[src/design/windowed_nearest_entry_search_unit_macros.svh]
// ----------------------------------------------------------------------------
// Assertion macros for the windowed nearest-entry search unit
// Concurrent checks sampled on clk and switched off while rst_n is low.
// ----------------------------------------------------------------------------
`ifndef WINDOWED_NEAREST_ENTRY_SEARCH_UNIT_MACROS_SVH
`define WINDOWED_NEAREST_ENTRY_SEARCH_UNIT_MACROS_SVH

// Same-cycle implication.
`define WNES_ASSERT_IMP(label, ante, cons) \
    label: assert property (@(posedge clk) disable iff (!rst_n) (ante) |-> (cons)) \
        else $error("wnes: same-cycle property violated");

// Next-cycle implication.
`define WNES_ASSERT_NXT(label, ante, cons) \
    label: assert property (@(posedge clk) disable iff (!rst_n) (ante) |=> (cons)) \
        else $error("wnes: next-cycle property violated");

`endif

[src/design/wnes_ram.sv]
`timescale 1ns / 1ps
// ----------------------------------------------------------------------------
// wnes_ram
// Simple dual-port RAM: one write port, one read port with registered data.
// ----------------------------------------------------------------------------
module wnes_ram #(
    parameter int WIDTH = 8,
    parameter int DEPTH = 16,
    localparam int ADDR_W = (DEPTH > 1) ? $clog2(DEPTH) : 1
) (
    input  logic              clk,
    input  logic              wr_en,
    input  logic [ADDR_W-1:0] wr_addr,
    input  logic [WIDTH-1:0]  wr_data,
    input  logic              rd_en,
    input  logic [ADDR_W-1:0] rd_addr,
    output logic [WIDTH-1:0]  rd_data
);

    logic [WIDTH-1:0] mem [DEPTH];

    always_ff @(posedge clk)
    begin
        if (wr_en)
        begin
            mem[wr_addr] <= wr_data;
        end
        if (rd_en)
        begin
            rd_data <= mem[rd_addr];
        end
    end

endmodule
[config.mk]
export PLATFORM = sky130hd
export DESIGN_NAME = wnes_ram
export DESIGN_NICKNAME = d
export VERILOG_FILES = /design/src/design/windowed_nearest_entry_search_unit_macros.svh /design/src/design/wnes_ram.sv
export SDC_FILE = /design/constraint.sdc
export NUM_CORES = 1
export LEC_CHECK = 0
export BUFFER_PORTS_ARGS = -buffer_cell sky130_fd_sc_hd__buf_2
export CAP_MARGIN = 0
export CELL_PAD_IN_SITES_DETAIL_PLACEMENT = 0
export CELL_PAD_IN_SITES_GLOBAL_PLACEMENT = 2
export CORE_MARGIN = 2
export CORE_UTILIZATION = 45
export DETAILED_ROUTE_END_ITERATION = 10
export PLACE_DENSITY = 0.83
export SYNTH_ARGS = -nofsm -noshare
export SYNTH_HDL_FRONTEND = slang
export SYNTH_SLANG_ARGS = --single-unit
[constraint.sdc]
create_clock -name clk -period 4.4 [get_ports clk]
set_input_delay 0.22 -clock clk [delete_from_list [all_inputs] [get_ports clk]]
set_output_delay 0.22 -clock clk [all_outputs]
set_load 0.05 [all_outputs]
==> out/results.ini <==
[logic_synthesis]
yosys_warnings=0
synth_area_um2=5228
synth_ff_type=edfxtp_1
yosysSeqAreaShare=0.7812
synth_top_area_cell=edfxtp_1
synth_top_family_by_area=multiplexers
ys_ff_latch=136
synth.area.mux_share=0.1479
synth-edff-count=136
synthSimpleGateAreaFrac=0.03135
syn_area_per_cell_um2=22.83
synth-adder-area-share=0
yosys.area_share.xor_xnor=0
async_flop_share=0
synth.top_cell.area_share=0.7812
netlist_top_cells_count=136 x edfxtp_1, 18 x mux4_2, 16 x a22oi_1
synth_cells=229
yosysUniqueCellTypes=18
yosysMostFrequentCell=edfxtp_1
synth_area_leaders=edfxtp_1 78%, mux4_2 7.8%, mux4_1 7.0%
synth_nets=248
synth_compound_area_frac=0.02298

[clock_tree]
cts_resized=0
clk_path_buf_depth=2
numCtsBuffers=17
ctsHoldBuffers=0
htree_num_levels=4
postCtsSetupRepairBufs=0
clkSlewWorstSetupHoldPaths_ns=0.06
cts.sinks=136
clk_latency_ns=0.41
clockRootBuffer=clkbuf_16
cts_tree=done

[setup_path]
r2r-start=mem[10][6]
slowest_delay_ns=0.79
critPathSlowestCell=buf_2
setup.worst_path.end=rd_data[3]
crit_family=buffers and inverters
worstPathMaxFanout=32
r2r_slack_ns=2.92
worstRegToRegCells=3
path_cells=buf_2 > mux4_1 > a22oi_1 > nand2_1
start_kind=input pin
path_buf_inv=1
cp.required_ns=4.56
cp_num_cells=4
path_class=in2reg
end_kind=register
cp-startpoint=rd_addr[0]
arrival_ns=2.03
r2r-end=rd_data[6]

[grt]
grt_max_degree=33
top_usage_layer=met2
grt_antenna_before_repair=0
grtUsageMet2=0.2598
grt_pass1_vias=2451
overflow=0
grt_util_all_layers=0.1680
use_met1=0.2285
use_met3=0.05498
grt_pass1_wl_um=14630

[sta]
fin_crit_sh=0.4254
slew_viol_final=0
fmax_mhz=534.3
worst_pin_slew_ns=1.084
setup_violations=0
timing.max_slew.rel_slack=0.2746
rsz0062_at_grt=false
min_period_ns=1.872
fin_worst_skew_ns=0.007306
tns_ns=0
fin_ws_ns=2.528
finalHoldViolations=0

[place]
dp_hpwl_um=6021
pre_cts_ws_ns=2.075
gp_congestion=0.7298
io_buffer_count=26

[layout]
nets=285
layout-drive-gt1-share=0.2724
fillers=867
syn_to_final_growth_pct=15.20
multi_input_area_um2=1067
diodes=0
seqCellArea_um2=4084

[detailed_routing]
dr.first_iter.drc_count=165
wl_per_cell_um=23.18
vias=2425
finalWirelength_um=9784
vias_per_cell=5.746
ant_nets=0
drtPass1Iterations=6
drcViolationCount=0

[die]
die_h_um=111.8
dieArea_um2=12490
die_x_um=111.8
io_pins=27
core_area_um2=11370
num_rows=39
start_util=0.4598

[pwr]
peakVddDrop_mv=0.2483
power_density_nw_per_um2=484.5
leakage_uw=0.001994

[run]
drv_cap=0

[run_status]
status=complete, no violations

[worst_hold_path]
hp-class=in2reg

==> placed cells by master (no fill, tap or decap), drive strengths merged <==
master,netlist,routed
nand2,9,9
mux4,32,32
clkinvlp,0,1
nand3,1,1
buf,7,28
nor2,13,13
nand3b,2,2
clkinv,0,8
a22oi,16,16
nor3,4,4
or3b,1,1
clkbuf,0,21
nor2b,1,1
and2,1,1
bufinv,0,2
nand2b,2,2
and2b,1,1
edfxtp,136,136
==> cells by family (layout without fill, tap and decap cells) <==
group / count (synthesis) / count (layout)
buffers and inverters: 10 / 60
and+or+nand+nor: 35 / 35
DFF: 136 / 136
muxes: 32 / 32
AOI/OAI and AO/OA: 16 / 16
==> where the power goes <==
part	total (µW)	switching (µW)	leakage, µW	internal, µW
logic	147	96.3	0.000486	50.8
clock network	1300	480	0.000272	822
registers	1470	7.07	0.00124	1460
==> layer usage <==
layer | share of wire | up-vias
li1 | - | 1057
met5 | 0 | -
met1 | 0.45 | 1283
met3 | 0.043 | 10
met4 | 0.012 | 0
met2 | 0.50 | 75
==> state kept, by name, summed over array words and instances (netlist names) <==
signal / cells
mem: 128
rd_data: 8
==> area by class of cell <==
class | instances | share of cell area
Timing Repair Buffer | 28 | 0.02410
Clock inverter | 11 | 0.01766
Sequential cell | 136 | 0.6782
Tap cell | 143 | 0.02971
Multi-Input combinational cell | 83 | 0.1772
Clock buffer | 21 | 0.07314
==> metrics by stage <==
stage / std cells / total power (µW) / instance area (µm²) / utilization / hold WS (ns)
after floorplan: 229 / 1588 / 5228 / - / 0.3189
after detailed placement: 390 / 1643 / 5470 / 0.4811 / 0.6046
final: 422 / 2918 / 6022 / 0.5297 / 0.1839
after global routing: 422 / 3002 / 6022 / 0.5297 / 0.1724
after CTS: 422 / 2937 / 6017 / 0.5292 / 0.1737
after global placement: 390 / 1638 / 5470 / 0.4811 / 0.5961
==> worst min path at each step <==
| stage | from | to | slack [ns] | depth (start not counted) |
|---|---|---|---|---|
| floorplan | wr_data[0] | mem[0][0] | 0.32 | 0 |
| CTS | wr_data[0] | mem[10][0] | 0.17 | 1 |
| global route | rd_en | rd_data[0] | 0.17 | 1 |
| detailed placement | wr_data[0] | mem[5][0] | 0.60 | 1 |
| global placement | wr_data[0] | mem[5][0] | 0.60 | 1 |
| finish | rd_en | rd_data[5] | 0.18 | 1 |
Power figures use the tool's default switching activity.
